==> src/hw/rtl/cau_fifo.sv <==
// Small register queue with push/full and pop/empty sides.
// Used between the front and back parts and on the result side.
// Depends on nothing but its type parameter.
module cau_fifo #(
  parameter type T     = logic,
  parameter int  DEPTH = 2
) (
  input  logic clk,
  input  logic rst_n,
  input  logic push,
  input  T     din,
  output logic full,
  input  logic pop,
  output T     dout,
  output logic empty
);

  localparam int AW = (DEPTH > 1) ? $clog2(DEPTH) : 1;
  localparam int CW = $clog2(DEPTH + 1);

  T              mem_r [DEPTH];
  logic [AW-1:0] wp_r, wp_nxt, rp_r, rp_nxt;
  logic [CW-1:0] cnt_r, cnt_nxt;
  logic          do_push, do_pop;

  assign full    = (cnt_r == CW'(DEPTH));
  assign empty   = (cnt_r == '0);
  assign do_push = push && !full;
  assign do_pop  = pop && !empty;
  assign dout    = mem_r[rp_r];

  assign wp_nxt  = (wp_r == AW'(DEPTH - 1)) ? '0 : wp_r + 1'b1;
  assign rp_nxt  = (rp_r == AW'(DEPTH - 1)) ? '0 : rp_r + 1'b1;
  assign cnt_nxt = cnt_r + CW'(do_push) - CW'(do_pop);

  always_ff @(posedge clk) begin
    if (!rst_n) begin
      wp_r  <= '0;
      rp_r  <= '0;
      cnt_r <= '0;
    end else begin
      cnt_r <= cnt_nxt;
      if (do_push) begin
        wp_r <= wp_nxt;
      end
      if (do_pop) begin
        rp_r <= rp_nxt;
      end
    end
  end

  always_ff @(posedge clk) begin
    if (do_push) begin
      mem_r[wp_r] <= din;
    end
  end

endmodule

==> config.mk <==
export PLATFORM = sky130hd
export DESIGN_NAME = cau_fifo
export DESIGN_NICKNAME = d
export VERILOG_FILES = /design/src/hw/rtl/cau_fifo.sv
export SDC_FILE = /design/constraint.sdc
export NUM_CORES = 1
export LEC_CHECK = 0
export BUFFER_PORTS_ARGS = -buffer_cell sky130_fd_sc_hd__buf_2
export CAP_MARGIN = 25
export CORE_AREA = 2 2 39 41
export DETAILED_ROUTE_END_ITERATION = 8
export DIE_AREA = 0 0 41 43
export GPL_TIMING_DRIVEN = 0
export HOLD_SLACK_MARGIN = 0.05
export SLEW_MARGIN = 15
export SYNTH_ARGS = -nofsm -noshare
export SYNTH_HDL_FRONTEND = slang
export SYNTH_SLANG_ARGS = --single-unit
==> constraint.sdc <==
create_clock -name clk -period 4.71 [get_ports clk]
set_input_delay 0.2355 -clock clk [delete_from_list [all_inputs] [get_ports clk]]
set_output_delay 0.2355 -clock clk [all_outputs]
set_load 0.1 [all_outputs]
---- Word level (Yosys, flattened, before mapping) ----
Memories as Yosys holds them, arrays and structs flattened. A register that Yosys moved wholly into a read port is not among the register bits.
Index checks and enable logic that the tools add are counted.
cells by class
  add/subtract/negate cells ............... 4
  reductions and logical operators ........ 5
  muxes and demuxes ....................... 6
  eq/ne operators ......................... 1
operators with widths
  cell                   number
  $mux W1                6
  $add A1 B1 Y1 const B  2
  $add A2 B1 Y2          1
  $eq A2 B2 Y1 const B   1
  $logic_and A1 B1 Y1    2
  $logic_not A1 Y1       2
  $logic_not A2 Y1       1
  $sub A2 B1 Y2          1
word-level totals
  memory bits (writable) .................. 2
  word-level logic and storage cells ...... 20
  output and inout bits ................... 3
  memories ................................ 1
  bits in registers ....................... 4
memory list
  memory  words  bits a word  rd ports  clocked after Yosys merged registers in  wr ports  line  text
  mem_r   2      1            1         1                                        1         21    T mem_r [DEPTH];

---- Depth between registers and ports, before layout ----
  word-level depth ........................ 5
  mapped depth ............................ 8
  gate-level depth less buffers ........... 8

---- Worst setup path after synthesis ----
Ideal clock, no wire load.
  path type ............................... reg2out
  start ................................... reg cnt_r[1]
  end ..................................... out empty
  slack ................................... 2.886 ns
  stages on the path, launching flop included .. 2
  data arrival time ....................... 1.588 ns
  path buffers ............................ 0
  cell sequence ........................... dfxtp_1 > nor2_1
between the ends
  cells in the longest elaborated chain, start to end .. 1
RTL lines
  what                      line  text
  start: declaration        23    logic [CW-1:0] cnt_r, cnt_nxt;
  start signal: assignment  42    cnt_r <= cnt_nxt;
  $logic_not A2 Y1          27    assign empty = (cnt_r == '0);
  end: declaration          15    output logic empty
No other way between the ends.

---- Final worst setup path ----
  start ................................... reg cnt_r[0]
  end ..................................... reg cnt_r[1]
between the ends
  cells in the longest elaborated chain, start to end .. 5
  elaborated cells on any way between the ends .. 8
  classes of those cells .................. add/sub (2); eq/ne (1); reduce/logical (5)
RTL lines
  what                 line  text
  $eq A2 B2 Y1         26    assign full = (cnt_r == CW'(DEPTH));
  $logic_not A1 Y1     28    assign do_push = push && !full;
  $logic_and A1 B1 Y1  28
  $add A2 B1 Y2        34    assign cnt_nxt = cnt_r + CW'(do_push) - CW'(do_pop);
  $sub A2 B1 Y2 (*)    34
Mark *: on every way between the ends. The rest lies on a longest branch, timed or not.
A chain may end at the register's enable or synchronous reset.

==> impl_table.tex <==
\begin{tabular}{lr}
\hline
Metric & Value \\
\hline
\multicolumn{2}{l}{\textbf{Worst setup path}} \\
Class of the most critical setup path & register to register \\
Startpoint of the lowest-slack register-to-register path & cnt\_r[0]\$\_SDFF\_PN0\_ \\
Signal arrival time at the worst endpoint & 1.84 ns \\
Worst setup path startpoint & cnt\_r[0]\$\_SDFF\_PN0\_ \\
Highest fanout seen on the critical path & 4 \\
Worst r2r path cells & 8 \\
Endpoint class of the critical path & register \\
Endpoint required time on the critical path & 4.89 ns \\
Crit path launch type & register \\
\multicolumn{2}{l}{\textbf{Floorplanning}} \\
Initial cell density of the core & 0.2224 \\
Number of I/O pins & 8 \\
Chip width & $\sim$41 um \\
Core Box Area & around 1400 um\^{}2 \\
Die extent in y & 43 um \\
Area of the die & $\sim$1800 um\^{}2 \\
FP Rows & 14 \\
\multicolumn{2}{l}{\textbf{Logic synthesis}} \\
Synth Cell Area & 307.8 um\^{}2 \\
Average cell area after synthesis & roughly 10 um\^{}2 \\
Distinct cell type count after synthesis & 16 \\
Syn\_nets & 37 \\
Number of standard cells after synthesis & 30 \\
Yosys warning count & 0 \\
Sequential cell area fraction in the yosys report & 0.5203 \\
Number of register bits inferred by synthesis & 7 \\
\multicolumn{2}{l}{\textbf{Finish}} \\
Fraction of layout cells with a size suffix above 1 & 0.3171 \\
Area Overhead vs Synth & 26.42\% \\
Commonest non-fill, non-tap cell in the layout & sky130\_fd\_sc\_hd\_\_buf\_2 \\
Area occupied by multi-input gates & 136.4 um\^{}2 \\
Most frequent cells in the layout & sky130\_fd\_sc\_hd\_\_buf\_2, sky130\_fd\_sc\_hd\_\_nor2\_1, sky130\_fd\_sc\_hd\_\_dfxtp\_1, sky130\_fd\_sc\_hd\_\_inv\_1, sky130\_fd\_sc\_hd\_\_clkbuf\_4 \\
Antenna cells & 0 \\
Number of nets at the end of the flow & 49 \\
Register area & 160.2 um\^{}2 \\
Number of fill cells in the layout & 155 \\
\multicolumn{2}{l}{\textbf{Timing}} \\
Final TNS setup & 0 ns \\
Timing-limited maximum frequency & around 600 MHz \\
Period utilisation layout & 0.3534 \\
Final worst path period need & between 1.5 and 2 ns \\
Setup skew after layout & 0.002981 ns \\
Number of max-slew violations in the final report & 0 \\
Final number of hold-violating endpoints & 0 \\
Setup repair after global routing missed its margin & no \\
Normalized max-slew margin & 0.6790 \\
Worst Tran Pin Value & 0.4848 ns \\
\# setup viols final & 0 \\
\multicolumn{2}{l}{\textbf{Drt}} \\
Antenna viol nets, final & 0 \\
Routed vias & 220 \\
Number of iterations in the first detailed-routing pass & 2 \\
Count of unresolved DRC violations after routing & 0 \\
DRT iter0 DRCs & 6 \\
Final routed wire length divided by cell count & 8.123 um \\
Aggregate routed wire length & approximately 460 um \\
Via density per instance & 3.860 \\
\multicolumn{2}{l}{\textbf{CTS}} \\
H-tree levels & 1 \\
Insertion delay to the later sink of the worst-skew pair & roughly 0.25 ns \\
Clk slew on worst S/H paths & 0.05 ns \\
Master cell of the clock root buffer & sky130\_fd\_sc\_hd\_\_clkbuf\_4 \\
Post-CTS Hold Buffers & 0 \\
Total setup buffers inserted after CTS & 0 \\
TritonCTS Sinks & 7 \\
Resized Gates After CTS & 0 \\
Total CTS buffers & 3 \\
Buffers from clock root to sink, at most & 2 \\
CTS tree & built \\
\multicolumn{2}{l}{\textbf{Place}} \\
Placer Congestion & between 0.6 and 0.7 \\
I/O Buffers & 7 \\
\multicolumn{2}{l}{\textbf{GRT}} \\
Grt total ovfl & 0 \\
Global routing met2 resource utilization & 0.09375 \\
Met3 demand-to-capacity share in global routing & 0.07853 \\
Met1 GRT Util & 0.07566 \\
Vias in the first global route & a little over 200 \\
Number of antenna violations at the first check in global routing & 0 \\
Global-route usage over all layers & 0.07179 \\
GRT busiest layer & met2 \\
Global-route wire length before repair & just under 800 um \\
Pin count of the biggest net entering global routing & 6 \\
\multicolumn{2}{l}{\textbf{Job}} \\
Number of violations of the max-capacitance limit & 0 \\
\multicolumn{2}{l}{\textbf{Hold path}} \\
Worst hold path depth & 1 \\
Critical hold path startpoint & din \\
Class of the worst hold path & primary input to register \\
\multicolumn{2}{l}{\textbf{Status}} \\
Result of the run & completed \\
\hline
\end{tabular}
[cell type report]
| class | count | share of cell area |
|---|---|---|
| Sequential cell | 7 | 0.4116 |
| Multi-Input combinational cell | 20 | 0.3505 |
| Timing Repair Buffer | 7 | 0.09003 |
| Clock buffer | 4 | 0.06752 |
| Tap cell | 16 | 0.05145 |
| Inverter | 3 | 0.02894 |
[cells in the mapped netlist]
| library cell | count | area share |
|---|---|---|
| sky130_fd_sc_hd__dfxtp_1 | 5 | 0.33 |
| sky130_fd_sc_hd__nor2_1 | 5 | 0.061 |
| sky130_fd_sc_hd__inv_1 | 3 | 0.037 |
| sky130_fd_sc_hd__edfxtp_1 | 2 | 0.20 |
| sky130_fd_sc_hd__ha_1 | 2 | 0.081 |
| sky130_fd_sc_hd__nand2_1 | 2 | 0.024 |
| sky130_fd_sc_hd__nand2b_1 | 2 | 0.041 |
| sky130_fd_sc_hd__and2_1 | 1 | 0.020 |
| sky130_fd_sc_hd__and2_2 | 1 | 0.024 |
| sky130_fd_sc_hd__and3_1 | 1 | 0.020 |
| sky130_fd_sc_hd__mux2_2 | 1 | 0.037 |
| sky130_fd_sc_hd__mux2i_1 | 1 | 0.033 |
| sky130_fd_sc_hd__nor3_1 | 1 | 0.016 |
| sky130_fd_sc_hd__o21a_2 | 1 | 0.028 |
| sky130_fd_sc_hd__xnor2_1 | 1 | 0.028 |
| sky130_fd_sc_hd__xor2_1 | 1 | 0.028 |
[per-stage QoR]
| step | area (um^2) | utilization | hold slack (ns) | setup slack [ns] | cells |
|---|---|---|---|---|---|
| 2_1_floorplan | 307.8 | - | 0.3344 | 2.886 | 30 |
| 3_3_place_gp | 362.8 | 0.2622 | 0.4283 | 3.063 | 53 |
| 3_5_place_dp | 362.8 | 0.2622 | 0.4362 | 3.028 | 53 |
| 4_1_cts | 389.1 | 0.2812 | 0.1728 | 3.015 | 57 |
| 5_1_grt | 389.1 | 0.2812 | 0.1760 | 2.928 | 57 |
| 6_report | 389.1 | 0.2812 | 0.1792 | 3.046 | 57 |
[logic make-up after synthesis]
| kind of cell | share of synthesized area |
|---|---|
| flip-flops | 0.5203 |
| AND/OR/NAND/NOR | 0.2073 |
| adder cells (fa/ha/maj) | 0.08129 |
| AO/OA/AOI/OAI | 0.02846 |
| buffers and inverters | 0.03658 |
| XOR/XNOR | 0.05692 |
| multiplexers | 0.06910 |
[path summary, 6_finish.rpt]
check | slack [ns] | end
min reg2reg | 0.48 | wp_r$_SDFFE_PN0P_
min | 0.18 | mem_r[1]$_DFFE_PP_
max | 3.05 | cnt_r[1]$_SDFF_PN0_
max reg2reg | 3.05 | cnt_r[1]$_SDFF_PN0_
[per-layer routing]
| layer | wire (um) | vias up |
|---|---|---|
| met5 | 0 | - |
| met4 | 0 | 0 |
| met3 | 38 | 0 |
| met2 | 243 | 5 |
| met1 | 182 | 98 |
| li1 | - | 117 |
[worst max-delay path: stages (launching register included)]
cell and delay [ns]:
sky130_fd_sc_hd__dfxtp_1 0.36, sky130_fd_sc_hd__nand2b_1 0.16, sky130_fd_sc_hd__nand2_1 0.12, sky130_fd_sc_hd__ha_1 0.29, sky130_fd_sc_hd__inv_1 0.03, sky130_fd_sc_hd__ha_1 0.17, sky130_fd_sc_hd__xor2_1 0.15, sky130_fd_sc_hd__and2_2 0.19
sky130_fd_sc_hd__nor3_1 0.11
Power is left out: the tool's default activity adds up to more than one toggle a clock period on the data nets, which glitch-free logic cannot reach.
