==> config.mk <==
export PLATFORM = sky130hd
export DESIGN_NAME = cau_front
export DESIGN_NICKNAME = d
export VERILOG_FILES = /design/src/hw/rtl/cau_pkg.sv /design/src/hw/rtl/cau_fifo.sv /design/src/hw/rtl/cau_front.sv
export SDC_FILE = /design/constraint.sdc
export NUM_CORES = 1
export LEC_CHECK = 0
export ABC_AREA = 0
export BUFFER_PORTS_ARGS = -buffer_cell sky130_fd_sc_hd__buf_4
export CAP_MARGIN = 10
export CELL_PAD_IN_SITES_DETAIL_PLACEMENT = 0
export CELL_PAD_IN_SITES_GLOBAL_PLACEMENT = 1
export CORE_MARGIN = 1.5
export CORE_UTILIZATION = 54
export DETAILED_ROUTE_END_ITERATION = 8
export GPL_TIMING_DRIVEN = 0
export PLACE_DENSITY = 0.88
export SLEW_MARGIN = 5
export SYNTH_ARGS = -nofsm -noshare
export SYNTH_HDL_FRONTEND = slang
export SYNTH_SLANG_ARGS = --single-unit
==> constraint.sdc <==
create_clock -name clk -period 10.4 [get_ports clk]
set_clock_uncertainty 0.15 [all_clocks]
set_input_delay 1.04 -clock clk [delete_from_list [all_inputs] [get_ports clk]]
set_output_delay 1.04 -clock clk [all_outputs]
set_load 0.005 [all_outputs]
==> src/hw/rtl/cau_pkg.sv <==
// Shared types and constants for the complex arithmetic unit.
// Holds the transaction payload structs, mode codes and operation classes.
// No dependencies.
package cau_pkg;

  localparam int WORD_BITS = 32;
  localparam int MODE_BITS = 3;

  localparam logic [MODE_BITS-1:0] MODE_ADD = 3'd0;
  localparam logic [MODE_BITS-1:0] MODE_SUB = 3'd1;
  localparam logic [MODE_BITS-1:0] MODE_MUL = 3'd2;
  localparam logic [MODE_BITS-1:0] MODE_DIV = 3'd3;
  localparam logic [MODE_BITS-1:0] MODE_EQ  = 3'd4;
  localparam logic [MODE_BITS-1:0] MODE_NE  = 3'd5;

  typedef logic signed [WORD_BITS-1:0] word_t;

  typedef enum logic [2:0] {
    OP_ADD,
    OP_SUB,
    OP_MUL,
    OP_DIV,
    OP_CMP,
    OP_NOP
  } op_t;

  typedef struct packed {
    logic [MODE_BITS-1:0] mode;
    word_t                a_real;
    word_t                a_imag;
    word_t                b_real;
    word_t                b_imag;
  } in_item_t;

  typedef struct packed {
    word_t res_real;
    word_t res_imag;
    logic  compare_true;
    logic  divide_by_zero;
    logic  saturated;
  } out_item_t;

  typedef struct packed {
    op_t   op;
    logic  cmp;
    word_t a_real;
    word_t a_imag;
    word_t b_real;
    word_t b_imag;
  } cmd_t;

endpackage

==> src/hw/rtl/cau_fifo.sv <==
// Small register queue with push/full and pop/empty sides.
// Used between the front and back parts and on the result side.
// Depends on nothing but its type parameter.
module cau_fifo #(
  parameter type T     = logic,
  parameter int  DEPTH = 2
) (
  input  logic clk,
  input  logic rst_n,
  input  logic push,
  input  T     din,
  output logic full,
  input  logic pop,
  output T     dout,
  output logic empty
);

  localparam int AW = (DEPTH > 1) ? $clog2(DEPTH) : 1;
  localparam int CW = $clog2(DEPTH + 1);

  T              mem_r [DEPTH];
  logic [AW-1:0] wp_r, wp_nxt, rp_r, rp_nxt;
  logic [CW-1:0] cnt_r, cnt_nxt;
  logic          do_push, do_pop;

  assign full    = (cnt_r == CW'(DEPTH));
  assign empty   = (cnt_r == '0);
  assign do_push = push && !full;
  assign do_pop  = pop && !empty;
  assign dout    = mem_r[rp_r];

  assign wp_nxt  = (wp_r == AW'(DEPTH - 1)) ? '0 : wp_r + 1'b1;
  assign rp_nxt  = (rp_r == AW'(DEPTH - 1)) ? '0 : rp_r + 1'b1;
  assign cnt_nxt = cnt_r + CW'(do_push) - CW'(do_pop);

  always_ff @(posedge clk) begin
    if (!rst_n) begin
      wp_r  <= '0;
      rp_r  <= '0;
      cnt_r <= '0;
    end else begin
      cnt_r <= cnt_nxt;
      if (do_push) begin
        wp_r <= wp_nxt;
      end
      if (do_pop) begin
        rp_r <= rp_nxt;
      end
    end
  end

  always_ff @(posedge clk) begin
    if (do_push) begin
      mem_r[wp_r] <= din;
    end
  end

endmodule

==> src/hw/rtl/cau_front.sv <==
// Front part: accepts input transactions, classifies the mode and
// resolves compares, then queues commands for the back part.
// Depends on cau_pkg and cau_fifo.
module cau_front import cau_pkg::*; (
  input  logic     clk,
  input  logic     rst_n,
  input  logic     in_push,
  input  in_item_t in_data,
  output logic     in_full,
  output logic     cmd_vld,
  output cmd_t     cmd,
  input  logic     cmd_take
);

  localparam int QUEUE_DEPTH = 4;

  cmd_t cls;
  logic eq;
  logic cmd_empty;

  assign eq = (in_data.a_real == in_data.b_real) && (in_data.a_imag == in_data.b_imag);

  always_comb begin
    cls.a_real = in_data.a_real;
    cls.a_imag = in_data.a_imag;
    cls.b_real = in_data.b_real;
    cls.b_imag = in_data.b_imag;
    cls.cmp    = 1'b0;
    unique case (in_data.mode)
      MODE_ADD: cls.op = OP_ADD;
      MODE_SUB: cls.op = OP_SUB;
      MODE_MUL: cls.op = OP_MUL;
      MODE_DIV: cls.op = OP_DIV;
      MODE_EQ: begin
        cls.op  = OP_CMP;
        cls.cmp = eq;
      end
      MODE_NE: begin
        cls.op  = OP_CMP;
        cls.cmp = !eq;
      end
      default: cls.op = OP_NOP;
    endcase
  end

  cau_fifo #(.T(cmd_t), .DEPTH(QUEUE_DEPTH)) u_cmd_q (
    .clk   (clk),
    .rst_n (rst_n),
    .push  (in_push),
    .din   (cls),
    .full  (in_full),
    .pop   (cmd_take),
    .dout  (cmd),
    .empty (cmd_empty)
  );

  assign cmd_vld = !cmd_empty;

endmodule

---- After elaboration in Yosys (flattened, before gate mapping) ----
Memory sizes are Yosys's and may differ from the RTL's. A register that Yosys moved wholly into a read port is not among the register bits.
Index checks and enable logic that the tools add are counted.
cells by class
  add/subtract/negate cells ............... 4
  equal/unequal tests ..................... 10
  muxes and demuxes ....................... 8
  reduce and logical (&&, ||, !) cells .... 9
operators by type and width
  operator                                             count
  equality test 32 bit                                 2
  one-hot mux 3 bit (5 select lines)                   1
  equality test 3 bit, second input constant           3
  two-way mux 2 bit                                    4
  equality test 3 x 2 -> 1 bit, second input constant  2
  logical NOT 3 bit                                    2
  adder 2 x 1 -> 2 bit, second input constant          2
  equality test 2 bit, second input constant           2
  adder 3 x 1 -> 3 bit                                 1
  equality test 3 x 1 -> 1 bit, second input constant  1
  logical AND 1 bit                                    3
  logical NOT 1 bit                                    3
  subtractor 3 x 1 -> 3 bit                            1
  two-way mux 1 bit                                    2
  one-hot mux 1 bit (2 select lines)                   1
  OR reduction 2 bit                                   1
word-level totals
  flip-flop bits (word level) ............. 7
  memory bits (writable) .................. 528
  bits of input ports ..................... 135
  output and inout port bits .............. 134
  logic and storage cells ................. 35
  memories ................................ 1
memories
  memory         depth  width  rd ports  clocked after Yosys merged registers in  wr ports  RTL line        text
  u_cmd_q.mem_r  4      132    1         1                                        1         cau_fifo.sv:21  T mem_r [DEPTH];

---- Longest topological paths before layout ----
Gate-level depths: netlist of the first run.
  depth after elaboration ................. 5
  mapped depth ............................ 10
  depth with buffers taken out ............ 10

---- Cells and area by module ----
A second synthesis of the first run with hierarchy kept.
unflattened totals
  cells, all modules ...................... 835
  area, all modules ....................... 20,263.2 um2
by module, submodules not included
  module     times used  cells each  area an instance (um2)  sequential area each (um2)
  cau_fifo   1           743         19,513.7                16,035.4
  cau_front  1           92          749.5                   0.0

---- Worst setup path after synthesis of the first run ----
No wires, ideal clock.
  path kind ............................... input-to-reg
  from .................................... input in_push
  to ...................................... memory u_cmd_q.mem_r[0][0] in the netlist's numbering (enable)
  library setup time ...................... 507 ps
  data arrival time ....................... 4,361 ps
  required time ........................... 9,743 ps
  setup slack ............................. 5,382 ps
  cell stages on the path ................. 3
  path buffers ............................ 1
  cell sequence ........................... nor2b_1 -> buf_2 -> and2_1
between the ends
  longest elaborated chain between the ends .. 3
RTL lines
  what                                     RTL line        text
  start, declared                          cau_front.sv:7  input logic in_push,
  logical AND 1 bit                        cau_fifo.sv:28  assign do_push = push && !full;
  via u_cmd_q.do_push                      cau_fifo.sv:24  logic do_push, do_pop;
  two-way mux 1 bit                        cau_fifo.sv:53  if (do_push) begin
  two-way mux 1 bit (implied by the code)  cau_fifo.sv:54  mem_r[wp_r] <= din;
  end, declared                            cau_fifo.sv:21
The timed path passes the listed nets, and every way through them passes these cells.

==> impl_results.md, run 1 <==
- Total Die Area: 38,600 um2
- Final worst slack: 6.31 ns
- Final WL: 44,500 um
- Slew @ Worst Pin: 0.937 ns
- Vias per cell: 5.71
- Setup violators final: 0
- Status: finished clean
- Tcrit/Tclk final: 0.394
- TritonCTS clock tree: yes
- Hold Buf Count CTS: 0
- Root Buffer: clkbuf_16
- Post-Syn Nets: 973
- Distinct cells, synth: 27
- Post-DP HPWL: 29,100 um
- Pre-CTS setup slack: 6.78 ns
- Cell chain of the critical path: clkbuf_1, clkbuf_1, buf_2, mux4_2, buf_4
- Share of cells above drive strength 1: 0.428
- CP max-delay cell: clkbuf_1
- Post-Syn Area: 20,200 um2
- Core box area: 36,700 um2
- Largest net degree at the start of global routing: 56
- Yosys reg bits: 537
- CTS Buffer Depth: 3
- RSZ-0062 raised after global routing: no
- Fin. Hold Viols: 0
- Worst path max stage delay: 0.56 ns
- Max-cap violations: 0
- Initial antenna violation count: 4
- Area Overhead vs Synth: 22.2%
- Critical path peak fanout: 10
- Worst hold path depth: 2
- Mapped Cells: 830
- CTS Buf Count: 53
- Sequential share of the synthesized area: 0.794
- IO Count: 269
- Lkg Pwr: 8.38 nW
- Endpoint type of the worst setup path: output port
- Post-route cell area: 24,700 um2
- Worst setup SP type: flop
- TritonCTS Sinks: 537
- Height of the die: 196 um
- Initial Util: 0.551
- Cell count along the critical path: 5
- Gpl congestion: 0.749
- CP top delay family: buffers and inverters
- Post-DR wirelength/cell: 26.7 um
- # DRC: 0
- Filler instances: 2,341
- First-pass GRT wire length: 65,000 um
- H-tree levels: 2
- Final ANT Viol Nets: 0
- Most used cell, CP: clkbuf_1
- Maximum vdd ir drop: 0.000164 V
- Rows: 70
- Buf/Inv on CP: 4
- Total number of yosys warnings: 0
- Initial DRC Count: 723
- Slew Limit Headroom: 0.375
- Crit path kind: flop to output port
- CTS resizes: 0
- WHS: 0.332 ns
- DP Area: 23,000 um2
- Vias in the first global route: 10,159
- Worst R2R Path Depth: 7
- Final slew viol count: 0
- Hold/Removal Path Class: flop to flop
- Pwr/cell area: 231 nW/um2
- Worst-path clk slew: 0.06 ns
- Setup tns final: 0 ns
- 1st-pass router iterations: 5
- Req. time, crit path: 9.21 ns
- Die W: 196 um
- Arr. time, crit path: 2.90 ns
- Final #Nets: 1,304
- Vias: 9,530
- Clk_lat worst skew: 0.57 ns
- Port buffer count: 268
- Post-layout min period: 4.09 ns
- Mean Syn Cell Area: 24.3 um2
- Grt ovf: 0
- All-Layer GR Usage: 0.237
- Post-CTS Setup Repair Bufs: 0
- Max Clk Rate: 244 MHz
cell usage after synthesis:
| master | instances | area share |
|---|---|---|
| edfxtp_1 | 528 | 0.78 |
| ha_1 | 7 | 0.0043 |
| and3_1 | 1 | 0.00031 |
| or3b_2 | 1 | 0.00043 |
| and2_1 | 7 | 0.0022 |
| nor2b_1 | 5 | 0.0015 |
| a21oi_1 | 1 | 0.00025 |
| fa_1 | 1 | 0.00099 |
| nor4_2 | 1 | 0.00062 |
| nor2_1 | 1 | 0.00019 |
| or3_1 | 1 | 0.00031 |
| buf_4 | 8 | 0.0030 |
| a21boi_0 | 1 | 0.00037 |
| clkbuf_1 | 8 | 0.0015 |
| nor4_1 | 16 | 0.0050 |
| xnor2_1 | 2 | 0.00087 |
| buf_2 | 16 | 0.0040 |
| nand3b_1 | 1 | 0.00037 |
| nand4_1 | 4 | 0.0012 |
| mux2i_1 | 3 | 0.0015 |
| nand2_1 | 3 | 0.00056 |
| xor2_1 | 64 | 0.028 |
| nor3_1 | 1 | 0.00025 |
| mux2_2 | 1 | 0.00056 |
| mux4_2 | 132 | 0.15 |
| dfxtp_1 | 9 | 0.0089 |
| inv_1 | 7 | 0.0013 |
cells by family after synthesis:
group                      Yosys count  share of synthesized area
muxes                              136                      0.149
and+or+nand+nor                     42                     0.0129
DFF                                537                      0.794
AOI/OAI and AO/OA                    2                   0.000619
buffers and inverters               39                    0.00972
adders and majority gates            8                    0.00533
xor gates and xnor gates            66                     0.0286
state kept, by name, summed over array words and instances, names as in the netlist, named ones only:
name,count
u_cmd_q.mem_r,528
u_cmd_q.wp_r,2
u_cmd_q.cnt_r,3
u_cmd_q.rp_r,2
worst paths after layout:
check / from / slack, ns / endpoint
hold / removal: u_cmd_q.rp_r[1] / 0.33 / flop
hold reg to reg: u_cmd_q.rp_r[1] / 0.33 / flop
setup reg to reg: u_cmd_q.cnt_r[1] / 7.79 / u_cmd_q.mem_r[2][45]
setup / recovery: flop / 6.31 / cmd[53]
through the flow:
stage	std cells	util	power [W]
after global routing	1669	0.673	0.00590
final	1670	0.673	0.00569
after CTS	1668	0.673	0.00575
after global placement	1566	0.621	0.00393
after detailed placement	1574	0.628	0.00393
after floorplan	830	-	0.00332
routing by layer:
| metal | wire (um) | track usage | up-vias |
|---|---|---|---|
| li1 | - | - | 4164 |
| met1 | 17300 | 0.307 | 4961 |
| met2 | 22200 | 0.389 | 343 |
| met3 | 4180 | 0.0838 | 58 |
| met4 | 807 | 0.0530 | 4 |
| met5 | 25 | 0 | - |
layout make-up:
cell class	count	area, um2	area share
repair buffers	276	2230	0.0904
clock buffers	66	1380	0.0557
inverters	7	26.3	0.00106
well taps	468	586	0.0237
flip-flops and latches	537	16000	0.650
clock inverters	28	274	0.0111
multi-input cells	254	3980	0.161
plain buffers	32	170	0.00689
diodes	2	5.00	0.000203
layout by cell type, fill, tap and decap left out, types with 9 or more instances in the layout:
cell type,count
edfxtp_1,528
buf_4,276
mux4_2,132
xor2_1,64
clkbuf_16,53
clkbuf_1,21
buf_2,16
nor4_1,16
clkinv_2,12
dfxtp_1,9
power by group:
| part | switching, W | internal (W) | total, W |
|---|---|---|---|
| logic | 0.000581 | 0.000628 | 0.00121 |
| registers | 0.0000455 | 0.00261 | 0.00265 |
| clock network | 0.000770 | 0.00106 | 0.00183 |
worst min-delay path, delay by kind of cell (launching register included):
kind	cells	cell delay, ns
AO/OA/AOI/OAI	1	0.08
AND/OR/NAND/NOR	1	0.05
flip-flops	1	0.31
Note: power is estimated with default switching activity, not from simulation.
==> inputs of run 2 (changes only) <==
--- a/config.mk
+++ b/config.mk
@@ -11,10 +11,10 @@
 export CELL_PAD_IN_SITES_DETAIL_PLACEMENT = 0
 export CELL_PAD_IN_SITES_GLOBAL_PLACEMENT = 1
 export CORE_MARGIN = 1.5
-export CORE_UTILIZATION = 54
+export CORE_UTILIZATION = 50
 export DETAILED_ROUTE_END_ITERATION = 8
 export GPL_TIMING_DRIVEN = 0
-export PLACE_DENSITY = 0.88
+export PLACE_DENSITY = 0.83
 export SLEW_MARGIN = 5
 export SYNTH_ARGS = -nofsm -noshare
 export SYNTH_HDL_FRONTEND = slang
==> constraint.sdc (replaced) <==
create_clock -name clk -period 3.9 [get_ports clk]
set_clock_uncertainty 0.15 [all_clocks]
set_input_delay 0.39 -clock clk [delete_from_list [all_inputs] [get_ports clk]]
set_output_delay 0.39 -clock clk [all_outputs]
set_load 0.005 [all_outputs]
==> run 2 against run 1 <==
Net effect: critical path depth did not move; worst hold slack got worse by 0.29 ns; combinational power rose to 2.8 times the previous value; clock power rose to 2.6 times the previous value; die area rose by 7.9%; worst setup slack got worse by 5.9 ns; non-clock buffer count rose by 134; routed wire length rose by 4.9%; via count rose by 6.0%; sequential cell count did not move; critical path type unchanged; critical endpoint is now cmd[57].
==> impl_results.md, run 2 (synthesis results as in run 1) <==
- Req. time, crit path: 3.36 ns
- Max-cap violations: 0
- Final WL: 46,700 um
- Initial DRC Count: 593
- Clk_lat worst skew: 0.59 ns
- Tcrit/Tclk final: 0.886
- Worst r2r src: u_cmd_q.cnt_r[1]
- Top flop regs: u_cmd_q.mem_r: 528 flops, u_cmd_q.cnt_r: 3 flops
- Lkg Pwr: 8.95 nW
- Seq pwr share: 0.464
- Gpl congestion: 0.715
- Core box area: 39,800 um2
- Vias per cell: 5.42
- Vias: 10,105
- Die W: 204 um
- Rows: 73
- Crit path kind: flop to output port
- Initial Util: 0.507
- Total Die Area: 41,600 um2
- Height of the die: 204 um
- WHS: 0.0434 ns
- IO Count: 269
- RR Endpoint: u_cmd_q.mem_r[2][109]
- Worst R2R Path Depth: 8
- Worst-path clk slew: 0.06 ns
- CTS Buf Count: 53
- Port buffer count: 268
- Hold Buf Count CTS: 131
- Hold/Removal Path Class: primary input to flop
- TritonCTS clock tree: yes
- Area Overhead vs Synth: 29.2%
- First-pass GRT wire length: 68,200 um
- Most frequent cells in the layout: edfxtp_1 (528), buf_4 (276), mux4_2 (132)
- Reg2reg setup slack: 1.24 ns
- Initial antenna violation count: 3
- Grt ovf: 0
- Final slew viol count: 0
- Endpoint type of the worst setup path: output port
- Post-DR wirelength/cell: 25.1 um
- Setup violators final: 0
- Post-DP HPWL: 29,700 um
- Root Buffer: clkbuf_16
- Final #Nets: 1,438
- Gate power share: 0.221
- Share of cells above drive strength 1: 0.385
- Critical Path Sink: cmd[57]
- Largest net degree at the start of global routing: 54
- Critical path peak fanout: 10
- Final ANT Viol Nets: 0
- H-tree levels: 2
- Clock power frac: 0.315
- Pwr/cell area: 583 nW/um2
- Slew @ Worst Pin: 1.05 ns
- Arr. time, crit path: 2.92 ns
- Post-CTS Setup Repair Bufs: 0
- Setup tns final: 0 ns
- All-Layer GR Usage: 0.229
- Worst setup SP type: flop
- Status: finished clean
- NetSw: 0.00376 W
- CTS Buffer Depth: 3
- # DRC: 0
- Fin. Hold Viols: 0
- Maximum vdd ir drop: 0.000436 V
- Vias in the first global route: 10,753
- Sw Ratio: 0.247
- Most common cell after layout, fill and taps aside: edfxtp_1
- Slew Limit Headroom: 0.291
- Int Power: 0.0115 W
- RSZ-0062 raised after global routing: no
- Post-layout min period: 3.46 ns
- Biggest register: u_cmd_q.mem_r
- CTS resizes: 0
- Max Clk Rate: 289 MHz
- TritonCTS Sinks: 537
- Max reg flops: 528
- Final Power: 0.0152 W
- 1st-pass router iterations: 5
## run 2: cell types whose count changed in the layout (fill, tap and decap cells not counted), sizes merged, moves of 2 or more
cell         change
inv              -2
clkbuf           -3
clkinv          +10
buf              +3
bufinv           -2
dlygate4sd3    +131
## run 2: layer usage
metal,vias up,wire (um),track usage
met4,2,630,0.0546
met1,5256,18600,0.298
met2,349,24200,0.393
li1,4448,-,-
met3,50,3300,0.0523
met5,-,12,0
## run 2: final cells by class
class | count | area (um2)
flip-flops and latches | 537 | 16000
fillers | 2595 | 13700
multi-input cells | 254 | 3980
repair buffers | 410 | 3600
clock buffers | 63 | 1410
well taps | 525 | 657
clock inverters | 33 | 234
plain buffers | 32 | 170
inverters | 7 | 26.3
diodes | 2 | 5.00
## run 2: through the flow
step	instance area [um2]	worst slack, ns	cells	utilization
after floorplan	20200	0.859	830	-
after global placement	22900	-0.521	1623	0.575
after detailed placement	23200	0.915	1634	0.582
after CTS	26100	0.288	1861	0.656
after global routing	26100	0.290	1863	0.656
final	26100	0.444	1863	0.656
## run 2: worst min-delay path by stage
| stage | endpoint | slack, ns | startpoint | cells past startpoint |
|---|---|---|---|---|
| after floorplan | flop | 0.32 | u_cmd_q.rp_r[1] | 2 |
| after global placement | u_cmd_q.rp_r[1] | 0.34 | u_cmd_q.rp_r[1] | 2 |
| after detailed placement | u_cmd_q.rp_r[1] | 0.37 | u_cmd_q.rp_r[1] | 2 |
| after CTS | u_cmd_q.mem_r[1][129] | 0.002 | in_data[129] | 2 |
| after global routing | u_cmd_q.mem_r[1][129] | 0.03 | in_data[129] | 2 |
| final | u_cmd_q.mem_r[1][129] | 0.04 | in_data[129] | 2 |
## run 2: power groups by stage
stage | sequential [W] | combinational, W | clock [W]
3_5_place_dp | 0.00719 | 0.00331 | 0
6_report | 0.00707 | 0.00336 | 0.00480
4_1_cts | 0.00707 | 0.00344 | 0.00490
3_3_place_gp | 0.00723 | 0.00320 | 0
5_1_grt | 0.00711 | 0.00362 | 0.00511
2_1_floorplan | 0.00718 | 0.00162 | 0
## run 2: critical path, stage by stage, from the launching register on
cell      delay (ns)
dfxtp_1         0.31
clkbuf_1        0.34
clkbuf_1        0.61
buf_2           0.51
mux4_2          0.38
buf_4           0.16
==> inputs of run 3 (changes only) <==
--- a/config.mk
+++ b/config.mk
@@ -14,7 +14,7 @@
 export CORE_UTILIZATION = 50
 export DETAILED_ROUTE_END_ITERATION = 8
 export GPL_TIMING_DRIVEN = 0
-export PLACE_DENSITY = 0.83
+export PLACE_DENSITY_LB_ADDON = 0.08
 export SLEW_MARGIN = 5
 export SYNTH_ARGS = -nofsm -noshare
 export SYNTH_HDL_FRONTEND = slang
==> run 3 against run 2 <==
Net effect: design area decreased by 0.15%; count of clock-buffer cells in the layout increased by 9; final cell count decreased by 0.16%; routed wire length decreased by 2.8%; sequential share of layout area increased by 0.094 points; via count decreased by 0.63%; highest routed layer is now met4; critical endpoint is now cmd[76]; non-clock buffer count decreased by 2; maximum frequency decreased by 3.6%.
==> impl_results.md, run 3 (synthesis results as in run 1) <==
- Pwr/cell area: 582 nW/um2
- Critical path peak fanout: 10
- Placed cells: 1,633
- Rows: 73
- Hold/Removal Path Class: primary input to flop
- H-tree levels: 2
- Slew Limit Headroom: 0.416
- Biggest register: u_cmd_q.mem_r
- Initial Util: 0.507
- Crit path kind: flop to output port
- Int Power: 0.0115 W
- # DRC: 0
- Sw Ratio: 0.245
- Seq pwr share: 0.465
- Clock power frac: 0.314
- First-pass GRT wire length: 66,800 um
- Vias: 10,041
- Buf/Inv on CP: 4
- CTS resizes: 0
- Port buffer count: 268
- Post-DP HPWL: 29,700 um
- Fin. Hold Viols: 0
- Initial antenna violation count: 1
- Cell chain of the critical path: clkbuf_1, clkbuf_1, buf_2, mux4_2, buf_4
- Final #Nets: 1,437
- Max-cap violations: 0
- Most common cell after layout, fill and taps aside: edfxtp_1
- Height of the die: 204 um
- Worst setup SP type: flop
- Largest net degree at the start of global routing: 54
- Initial DRC Count: 564
- Final Power: 0.0152 W
- Worst path max stage delay: 0.70 ns
- Post-DR wirelength/cell: 24.4 um
- Slew @ Worst Pin: 0.869 ns
- Top flop regs: u_cmd_q.mem_r: 528 flops, u_cmd_q.cnt_r: 3 flops
- Post-layout min period: 3.59 ns
- Gpl congestion: 0.720
- Max reg flops: 528
- Vias per cell: 5.40
- Most used cell, CP: clkbuf_1
- Total Die Area: 41,600 um2
- IO Count: 269
- Lkg Pwr: 8.93 nW
- Worst-path clk slew: 0.05 ns
- TritonCTS clock tree: yes
- Setup violators final: 0
- Maximum vdd ir drop: 0.000474 V
- Final WL: 45,400 um
- NetSw: 0.00372 W
- Core box area: 39,800 um2
- Final Util: 0.655
- Tcrit/Tclk final: 0.919
- Vias in the first global route: 10,436
- Die W: 204 um
- Area Overhead vs Synth: 29.0%
- CP top delay family: buffers and inverters
- Root Buffer: clkbuf_16
- TritonCTS Sinks: 537
- CTS Buffer Depth: 3
- Share of cells above drive strength 1: 0.382
- Post-route cell area: 26,100 um2
- Status: finished clean
- Most frequent cells in the layout: edfxtp_1 (528), buf_4 (276), mux4_2 (132)
- Clk_lat worst skew: 0.57 ns
- RSZ-0062 raised after global routing: no
- Endpoint type of the worst setup path: output port
- Non-Filler Instances: 1,860
- Gate power share: 0.220
- CP max-delay cell: clkbuf_1
- Arr. time, crit path: 3.05 ns
- Final slew viol count: 0
- Req. time, crit path: 3.36 ns
- DP Area: 23,100 um2
- All-Layer GR Usage: 0.223
- Grt ovf: 0
- Final ANT Viol Nets: 0
- Max Clk Rate: 279 MHz
- CTS Buf Count: 54
- 1st-pass router iterations: 5
run 3: final timing paths:
check | startpoint | to | slack (ns) | cells after the start
worst min-delay path | cmd_take | u_cmd_q.rp_r[1] | 0.06 | 4
worst max-delay path | flop | cmd[76] | 0.31 | 5
worst max register to register | u_cmd_q.cnt_r[0] | u_cmd_q.mem_r[3][40] | 1.40 | 7
worst min register to register | u_cmd_q.rp_r[1] | u_cmd_q.rp_r[1] | 0.37 | 2
run 3: per-stage QoR:
stage	setup WS, ns	TNS [ns]	hold WS, ns
2_1_floorplan	0.859	0	0.317
3_3_place_gp	-0.601	-298.32	0.341
3_5_place_dp	0.742	0	0.364
4_1_cts	0.172	0	0.0227
5_1_grt	0.222	0	0.0399
6_report	0.315	0	0.0628
run 3: area by class of cell:
cell class	instances	area, um2
clock buffer	72	1500
antenna	1	2.50
clock inverter	24	130
sequential	537	16000
inverter	7	26.3
multi-input combinational	254	3980
tap	525	657
buffer	32	170
fill	2736	13700
timing repair buffer	408	3570
run 3: worst register-to-register path, cell delays in order (launching register included):
cell	delay, ns
dfxtp_1	0.34
inv_1	0.06
and3_1	0.17
nor2b_1	0.12
buf_2	0.21
and2_4	0.48
buf_16	0.29
buf_16	0.29
run 3: routing by layer:
layer | global-route usage | vias up | share of wire
met3 | 0.0520 | 56 | 0.060
met5 | 0 | - | 0
met4 | 0.0572 | 0 | 0.016
met1 | 0.308 | 5279 | 0.43
met2 | 0.362 | 268 | 0.50
li1 | - | 4438 | -
run 3: timing repair:
action,in CTS,in global routing
endpoints found under the hold margin,525,0
hold buffers,130,0
setup buffers,0,0
run 3: power groups by stage:
stage / clock (W) / combinational [W] / sequential [W]
3_3_place_gp: 0 / 0.00322 / 0.00724
3_5_place_dp: 0 / 0.00331 / 0.00719
4_1_cts: 0.00487 / 0.00344 / 0.00707
6_report: 0.00477 / 0.00335 / 0.00706
2_1_floorplan: 0 / 0.00162 / 0.00718
5_1_grt: 0.00509 / 0.00360 / 0.00710
